**config.mk**
```make
export PLATFORM = sky130hd
export DESIGN_NAME = gx_texel_format_decoder_core
export DESIGN_NICKNAME = d
export VERILOG_FILES = /design/src/design/gtfd_pkg.sv /design/src/design/gtfd_front.sv /design/src/design/gtfd_queue.sv /design/src/design/gtfd_back.sv /design/src/design/gx_texel_format_decoder_core.sv
export SDC_FILE = /design/constraint.sdc
export NUM_CORES = 1
export LEC_CHECK = 0
export ABC_AREA = 1
export BUFFER_PORTS_ARGS = -buffer_cell sky130_fd_sc_hd__buf_2
export CAP_MARGIN = 20
export CORE_ASPECT_RATIO = 1.4
export CORE_MARGIN = 2
export CORE_UTILIZATION = 40
export CTS_BUF_LIST = sky130_fd_sc_hd__clkbuf_4 sky130_fd_sc_hd__clkbuf_8 sky130_fd_sc_hd__clkbuf_16
export CTS_CLUSTER_DIAMETER = 30
export DETAILED_ROUTE_END_ITERATION = 7
export HOLD_SLACK_MARGIN = 0.06
export SKIP_CTS_REPAIR_TIMING = 1
export SLEW_MARGIN = 10
export SYNTH_ARGS = -nofsm -noshare
export SYNTH_HDL_FRONTEND = slang
export SYNTH_HIERARCHICAL = 1
export SYNTH_SLANG_ARGS = --single-unit
```
**constraint.sdc**
```tcl
create_clock -name clock -period 18.2 [get_ports clock]
set_clock_uncertainty 0.05 [all_clocks]
set_input_delay 1.82 -clock clock [delete_from_list [all_inputs] [get_ports clock]]
set_output_delay 1.82 -clock clock [all_outputs]
set_load 0.03 [all_outputs]
```
**src/design/gtfd_pkg.sv**
```systemverilog
`timescale 1ns / 1ps

package gtfd_pkg;

   // Texture format codes held in the format register
   localparam logic [3:0] FMT_I4     = 4'd0;
   localparam logic [3:0] FMT_I8     = 4'd1;
   localparam logic [3:0] FMT_IA4    = 4'd2;
   localparam logic [3:0] FMT_IA8    = 4'd3;
   localparam logic [3:0] FMT_RGB565 = 4'd4;
   localparam logic [3:0] FMT_RGB5A3 = 4'd5;
   localparam logic [3:0] FMT_RGBA8  = 4'd6;
   localparam logic [3:0] FMT_CMPR   = 4'd14;

   // Queue between front and back
   localparam int QUEUE_DEPTH = 2;
   localparam int QUEUE_PTR_W = $clog2(QUEUE_DEPTH);
   localparam int QUEUE_CNT_W = $clog2(QUEUE_DEPTH + 1);

   // One classified item: a four-entry palette, 2-bit selects for up to
   // sixteen pixels (pixel 0 in bits 31:30), and the slot of the last pixel
   typedef struct packed {
      logic [3:0][31:0] palette;
      logic [31:0]      selects;
      logic [3:0]       last_slot;
   } entry_type;

   typedef struct packed {
      logic not_empty;
      logic full;
   } queue_status_type;

endpackage

```
**src/design/gtfd_front.sv**
```systemverilog
`timescale 1ns / 1ps

module gtfd_front (
   input  logic [3:0]         texel_format,
   input  logic [63:0]        texel_word,
   output logic               supported,
   output gtfd_pkg::entry_type entry
);

   // Expand an RGB565 color by plain left shift
   function automatic logic [31:0] expand565(input logic [15:0] v, input logic [7:0] alpha);
      expand565 = {alpha, v[15:11], 3'b000, v[10:5], 2'b00, v[4:0], 3'b000};
   endfunction

   // Divide a value below 256 by three with a reciprocal multiply
   function automatic logic [7:0] div3(input logic [7:0] x);
      logic [18:0] prod;
      prod = {11'd0, x} * 19'd683;
      div3 = prod[18:11];
   endfunction

   logic [7:0]  byte_val;
   logic [15:0] half_val;
   logic [15:0] c0;
   logic [15:0] c1;
   logic        c0_gt;
   logic [7:0]  r0, g0, b0, r1, g1, b1;
   logic [7:0]  r2_sum, g2_sum, b2_sum, r3_sum, g3_sum, b3_sum;
   logic [7:0]  r2, g2, b2, r3, g3, b3;
   logic [15:0] col2;
   logic [15:0] col3;

   assign byte_val = texel_word[7:0];
   assign half_val = texel_word[15:0];
   assign c0       = texel_word[63:48];
   assign c1       = texel_word[47:32];
   assign c0_gt    = c0 > c1;

   assign r0 = {3'd0, c0[15:11]};
   assign g0 = {2'd0, c0[10:5]};
   assign b0 = {3'd0, c0[4:0]};
   assign r1 = {3'd0, c1[15:11]};
   assign g1 = {2'd0, c1[10:5]};
   assign b1 = {3'd0, c1[4:0]};

   // Weighted sums for the two interpolated colors
   always_comb begin
      if (c0_gt) begin
         r2_sum = (r0 << 1) + r1;
         g2_sum = (g0 << 1) + g1;
         b2_sum = (b0 << 1) + b1;
         r3_sum = r0 + (r1 << 1);
         g3_sum = g0 + (g1 << 1);
         b3_sum = b0 + (b1 << 1);
         r2 = div3(r2_sum);
         g2 = div3(g2_sum);
         b2 = div3(b2_sum);
         r3 = div3(r3_sum);
         g3 = div3(g3_sum);
         b3 = div3(b3_sum);
      end else begin
         r2_sum = r0 + r1;
         g2_sum = g0 + g1;
         b2_sum = b0 + b1;
         r3_sum = r1;
         g3_sum = g1;
         b3_sum = b1;
         r2 = r2_sum >> 1;
         g2 = g2_sum >> 1;
         b2 = b2_sum >> 1;
         r3 = r3_sum;
         g3 = g3_sum;
         b3 = b3_sum;
      end
   end

   assign col2 = {r2[4:0], g2[5:0], b2[4:0]};
   assign col3 = {r3[4:0], g3[5:0], b3[4:0]};

   // Classify the item and build its palette
   always_comb begin
      supported       = 1'b1;
      entry.palette   = '0;
      entry.selects   = '0;
      entry.last_slot = 4'd0;
      case (texel_format)
         gtfd_pkg::FMT_I4: begin
            entry.palette[0] = {8'hFF, {3{byte_val[7:4], 4'h0}}};
            entry.palette[1] = {8'hFF, {3{byte_val[3:0], 4'h0}}};
            entry.selects    = 32'h1000_0000;
            entry.last_slot  = 4'd1;
         end
         gtfd_pkg::FMT_I8: begin
            entry.palette[0] = {8'hFF, {3{byte_val}}};
         end
         gtfd_pkg::FMT_IA4: begin
            entry.palette[0] = {byte_val[7:4], 4'h0, {3{byte_val[3:0], 4'h0}}};
         end
         gtfd_pkg::FMT_IA8: begin
            entry.palette[0] = {half_val[7:0], {3{half_val[15:8]}}};
         end
         gtfd_pkg::FMT_RGB565: begin
            entry.palette[0] = expand565(half_val, 8'hFF);
         end
         gtfd_pkg::FMT_RGB5A3: begin
            if (half_val[15]) begin
               entry.palette[0] = {8'hFF, half_val[14:10], 3'b000,
                                   half_val[9:5], 3'b000, half_val[4:0], 3'b000};
            end else begin
               entry.palette[0] = {half_val[14:12], 5'b00000, half_val[11:8], 4'h0,
                                   half_val[7:4], 4'h0, half_val[3:0], 4'h0};
            end
         end
         gtfd_pkg::FMT_RGBA8: begin
            entry.palette[0] = texel_word[31:0];
         end
         gtfd_pkg::FMT_CMPR: begin
            entry.palette[0] = expand565(c0, 8'hFF);
            entry.palette[1] = expand565(c1, 8'hFF);
            entry.palette[2] = expand565(col2, 8'hFF);
            entry.palette[3] = expand565(col3, c0_gt ? 8'hFF : 8'h00);
            entry.selects    = texel_word[31:0];
            entry.last_slot  = 4'd15;
         end
         default: begin
            supported = 1'b0;
         end
      endcase
   end

endmodule

```
**src/design/gtfd_queue.sv**
```systemverilog
`timescale 1ns / 1ps

module gtfd_queue (
   input  logic                           clock,
   input  logic                           reset,
   input  logic                           push,
   input  gtfd_pkg::entry_type            push_entry,
   input  logic                           pop,
   output gtfd_pkg::entry_type            head_entry,
   output gtfd_pkg::queue_status_type     status
);

   gtfd_pkg::entry_type slots_ff [gtfd_pkg::QUEUE_DEPTH];

   logic [gtfd_pkg::QUEUE_PTR_W-1:0] wr_ptr_ff, wr_ptr_in;
   logic [gtfd_pkg::QUEUE_PTR_W-1:0] rd_ptr_ff, rd_ptr_in;
   logic [gtfd_pkg::QUEUE_CNT_W-1:0] count_ff, count_in;

   // Advance pointers and count
   always_comb begin
      wr_ptr_in = wr_ptr_ff;
      rd_ptr_in = rd_ptr_ff;
      count_in  = count_ff;
      if (push) begin
         wr_ptr_in = (wr_ptr_ff == gtfd_pkg::QUEUE_PTR_W'(gtfd_pkg::QUEUE_DEPTH - 1))
                     ? '0 : wr_ptr_ff + 1'b1;
      end
      if (pop) begin
         rd_ptr_in = (rd_ptr_ff == gtfd_pkg::QUEUE_PTR_W'(gtfd_pkg::QUEUE_DEPTH - 1))
                     ? '0 : rd_ptr_ff + 1'b1;
      end
      if (push && !pop) begin
         count_in = count_ff + 1'b1;
      end else if (pop && !push) begin
         count_in = count_ff - 1'b1;
      end
   end

   always_ff @(posedge clock) begin
      if (reset) begin
         wr_ptr_ff <= '0;
         rd_ptr_ff <= '0;
         count_ff  <= '0;
      end else begin
         wr_ptr_ff <= wr_ptr_in;
         rd_ptr_ff <= rd_ptr_in;
         count_ff  <= count_in;
      end
   end

   // Store entries
   always_ff @(posedge clock) begin
      if (push) begin
         slots_ff[wr_ptr_ff] <= push_entry;
      end
   end

   assign head_entry       = slots_ff[rd_ptr_ff];
   assign status.not_empty = count_ff != '0;
   assign status.full      = count_ff == gtfd_pkg::QUEUE_CNT_W'(gtfd_pkg::QUEUE_DEPTH);

endmodule

```
**src/design/gtfd_back.sv**
```systemverilog
`timescale 1ns / 1ps

module gtfd_back (
   input  logic                       clock,
   input  logic                       reset,
   input  gtfd_pkg::entry_type        head_entry,
   input  gtfd_pkg::queue_status_type status,
   output logic                       pop,
   output logic                       rsp_strobe,
   output logic [31:0]                rsp_argb_pixel,
   output logic [3:0]                 rsp_pixel_slot,
   output logic                       rsp_last_pixel
);

   logic [3:0]  slot_ff, slot_in;
   logic        strobe_ff;
   logic [31:0] pixel_ff;
   logic [3:0]  pixel_slot_ff;
   logic        last_ff;
   logic [31:0] shifted;
   logic [1:0]  sel;
   logic        is_last;

   // Pick this beat's palette entry
   assign shifted = head_entry.selects << {slot_ff, 1'b0};
   assign sel     = shifted[31:30];
   assign is_last = slot_ff == head_entry.last_slot;
   assign pop     = status.not_empty && is_last;

   always_comb begin
      slot_in = slot_ff;
      if (status.not_empty) begin
         slot_in = is_last ? 4'd0 : slot_ff + 4'd1;
      end
   end

   // Hold slot counter and strobe
   always_ff @(posedge clock) begin
      if (reset) begin
         slot_ff   <= 4'd0;
         strobe_ff <= 1'b0;
      end else begin
         slot_ff   <= slot_in;
         strobe_ff <= status.not_empty;
      end
   end

   // Register the outgoing beat
   always_ff @(posedge clock) begin
      pixel_ff      <= head_entry.palette[sel];
      pixel_slot_ff <= slot_ff;
      last_ff       <= is_last;
   end

   assign rsp_strobe     = strobe_ff;
   assign rsp_argb_pixel = pixel_ff;
   assign rsp_pixel_slot = pixel_slot_ff;
   assign rsp_last_pixel = last_ff;

endmodule

```
**src/design/gx_texel_format_decoder_core.sv**
```systemverilog
`timescale 1ns / 1ps

// Texel format decoder: one texel word in on start (when busy is low), ARGB8888
// pixels out one per cycle on rsp_strobe. The receiver cannot stall: each
// pixel is on the rsp_ ports for exactly one cycle. I8, IA4, IA8, RGB565,
// RGB5A3 and RGBA8 yield one pixel per item, I4 two and CMPR sixteen; the
// output port, which sends one pixel per cycle, sets the item rate. A new
// item is accepted every cycle while the two-entry queue between decode and
// output has room; busy is high while it is full and not draining. With the
// queue empty, an accepted item is written into the queue, then its first
// pixel is registered in the output stage. Items in an unsupported format
// are taken and produce no pixels. Write the format register only while no
// pixels are pending.

module gx_texel_format_decoder_core (
   input  logic        clock,
   input  logic        reset,
   input  logic        csr_write_enable,
   input  logic [3:0]  csr_write_data,
   input  logic        start,
   output logic        busy,
   input  logic [63:0] req_texel_word,
   output logic        rsp_strobe,
   output logic [31:0] rsp_argb_pixel,
   output logic [3:0]  rsp_pixel_slot,
   output logic        rsp_last_pixel
);

   logic [3:0]                 texel_format_ff;
   logic                       supported;
   gtfd_pkg::entry_type        front_entry;
   gtfd_pkg::entry_type        head_entry;
   gtfd_pkg::queue_status_type status;
   logic                       pop;
   logic                       push;

   // Hold the format register
   always_ff @(posedge clock) begin
      if (reset) begin
         texel_format_ff <= gtfd_pkg::FMT_I4;
      end else if (csr_write_enable) begin
         texel_format_ff <= csr_write_data;
      end
   end

   assign busy = status.full && !pop;
   assign push = start && !busy && supported;

   gtfd_front u_front (
      .texel_format (texel_format_ff),
      .texel_word   (req_texel_word),
      .supported    (supported),
      .entry        (front_entry)
   );

   gtfd_queue u_queue (
      .clock      (clock),
      .reset      (reset),
      .push       (push),
      .push_entry (front_entry),
      .pop        (pop),
      .head_entry (head_entry),
      .status     (status)
   );

   gtfd_back u_back (
      .clock          (clock),
      .reset          (reset),
      .head_entry     (head_entry),
      .status         (status),
      .pop            (pop),
      .rsp_strobe     (rsp_strobe),
      .rsp_argb_pixel (rsp_argb_pixel),
      .rsp_pixel_slot (rsp_pixel_slot),
      .rsp_last_pixel (rsp_last_pixel)
   );

endmodule

```
==> impl_results.md <==
* Status: finished clean
* Die width at 225 um
* Number of global-route vias before repair at 19900
* FFs w/ async S/R, synth at 0%
* Die footprint at 0.0704 mm^2
* Total power of the final layout at 4.64 mW
* Post-synthesis compound-gate area fraction at 4.40%
* Synth-to-layout area growth at 10.6%
* Clk pin slew, worst setup/hold paths at 0.06 ns
* CP max-delay cell: fa_1
* Final period utilization at 33.9%
* Post-synth top flop: edfxtp_1
* Max incr delay on CP at 0.53 ns
* CTS root buffer: clkbuf_16
* Maximum VDD drop at 0.0000822 V
* Count of pins over their slew limit at 0
* Final hold slack at 0.452 ns
* Yosys top cell area share at 36.1%
* Total CTS buffers at 56
* Post-synthesis cell area at 0.0273 mm^2
* Power density over the cells at 154 mW/mm^2
* Cell count after synthesis at 2965
* CP arrival at 6.47 ns
* Placement row count at 113
* XOR/XNOR Fraction of Synth Area at 1.28%
* Total negative slack at 0 ns
* Initial DRC count at 1153
* Routed vias/inst at 5.00
* Die height at 313 um
* # DRC at 0
* Clock sink total at 379
* Final setup fails at 0
* WP buf/inv at 7
* CP Max Fanout at 6
* Initial Util at 40.3%
* Ys Warns at 6
* Unrepaired setup endpoints after global routing: false
* CORE AREA at 0.0677 mm^2
* First-pass GRT wire length at 105000 um
* FMAX at 162 MHz
* Routed len/inst at 16.9 um
* Post-synthesis simple-gate area fraction at 17.8%
* Hold Vio Cnt, Final at 0
* Avg Inst Size Synth at 9.21 um^2
* Leakage power at 14.4 nW
* Crit Path Category: in -> reg
* Routed via count at 19800
* CTS tree: done
* GPL Wtd Cong at 0.920
* GRT Overall Usage at 19.0%
* CP delay by family, top: adder cells
* R2R setup slack at 14.15 ns
* Gr ovfl total at 0
* CTS Buffer Depth at 3
* Antenna Nets Post-Route at 0
* Fin crit period at 6.17 ns
* Initial antenna violation count at 1
* Final WL at 67000 um
* #FFs+latches synth at 379
* I/O Buffers at 110
* Most numerous cell in the Yosys netlist: nand2_1
* Slew @ Worst Pin at 1.18 ns
* Io pins at 111
* Seq/Total Area, Yosys at 39.8%
* Largest family of logic cells by synthesized area: adder cells
* Later-pin clock latency in the skew report at 0.60 ns
* Worst endpoint required time at 18.50 ns
* Max-slew headroom at 21.2%
* Area leader, netlist: edfxtp_1
* H-Tree Depth at 2
* Post-DP HPWL at 49300 um
* Top cells by count, synth: 642 x nand2_1, 538 x inv_1, 328 x edfxtp_1
* Yosys cell types at 46
* Largest net degree at the start of global routing at 165
* Path type of the worst min-delay path: reg -> reg
* Area post-placement at 0.0282 mm^2
* Cell area after layout at 0.0302 mm^2
* Synth area leaders: edfxtp_1 36%, ha_1 13%, nand2_1 8.8%
* Number of synthesized flops with an enable pin at 328
* Post-Synth Adder-Cell Area at 19.0%
* CP startpoint kind: input pin
* Share of layout cells above drive strength 1 at 13.4%
* Layout Nets at 3488
* Setup crit end kind: flip-flop
* Util after Layout at 44.6%
* MaxCap Viol Count at 0
* Proportion of synthesized area in mux cells at 6.76%
* Drt pass-1 iters at 6
-- per-layer routing --
metal | global-route usage [%] | wire [um] | vias up
met1 | 22.3 | 27000 | 9328
met2 | 34.7 | 34100 | 475
li1 | - | - | 9861
met5 | 0 | 9 | -
met3 | 2.13 | 2900 | 127
met4 | 8.64 | 3030 | 2
-- logic make-up after synthesis --
kind of cell,count (synthesis)
xor gates and xnor gates,40
DFF,379
adders and majority gates,367
and+or+nand+nor,1143
other,1
AOI/OAI and AO/OA,208
buffers and inverters,663
muxes,164
-- state kept, by name, indices dropped and copies added (netlist names), named ones only --
register and flops:
u_back/rsp_strobe 1, u_back/rsp_last_pixel 1, u_back/slot_ff 4, u_queue/rd_ptr_ff 1
u_back/rsp_pixel_slot 4, texel_format_ff 4, u_queue/wr_ptr_ff 1, u_back/rsp_argb_pixel 32
u_queue/count_ff 2, u_queue/slots_ff 328
-- through the flow --
step	instances	setup WS, ns
after floorplan	2988	8.52
after global placement	3853	11.42
after detailed placement	3853	11.38
after CTS	3959	12.00
after global routing	3959	11.64
final	3960	12.03
-- worst register-to-register path: stages (launching register included) --
cell	delay, ns
dfxtp_4	0.69
mux2_2	0.48
xor2_1	0.15
nor2_1	0.12
nand2_1	0.12
nor2_1	0.27
nor2_1	0.12
nor2_1	0.22
nand2_1	0.16
inv_6	0.39
buf_4	0.84
-- cell usage in the layout, fill, tap and decap left out, types with 10 or more instances in the layout --
cell        count
o22ai_1        13
o2111ai_1      12
o21bai_1       11
inv_1         537
fa_1           79
xnor2_1        15
mux2_2        164
nand2_1       642
buf_4          11
xor2_1         25
conb_1         24
edfxtp_1      328
buf_2         110
o21ai_0        51
a21oi_1        91
clkbuf_16      57
nand4_1        24
clkinvlp_4     11
dfxtp_1        50
ha_1          288
nand3b_1       40
nand3_1       206
nor2_1        198
nor3_1         10
-- power breakdown --
part | total (mW) | switching (mW) | internal [mW]
Sequential | 1.11 | 0.0418 | 1.06
Combinational | 2.44 | 1.55 | 0.885
Clock | 1.10 | 0.436 | 0.663
Total | 4.64 | 2.03 | 2.61
-- cell type report --
class / count / area [um^2]
Inverter: 544 / 2050
Fill cell: 6476 / 37500
Antenna cell: 1 / 2.50
Multi-Input combinational cell: 1946 / 13600
Clock inverter: 45 / 508
Clock buffer: 61 / 1480
Sequential cell: 379 / 10900
Timing Repair Buffer: 122 / 653
Tap cell: 862 / 1080
-- final timing paths --
path                                                  to               start  depth (start not counted)
worst max-delay path            u_queue/slots_ff[1][142]  req_texel_word[39]                         26
worst min-delay path            u_back/rsp_pixel_slot[2]   u_back/slot_ff[2]                          0
worst max register to register  u_queue/slots_ff[1][159]           flip-flop                         10
worst min register to register  u_back/rsp_pixel_slot[2]   u_back/slot_ff[2]                          0
Power figures use the tool's default switching activity.
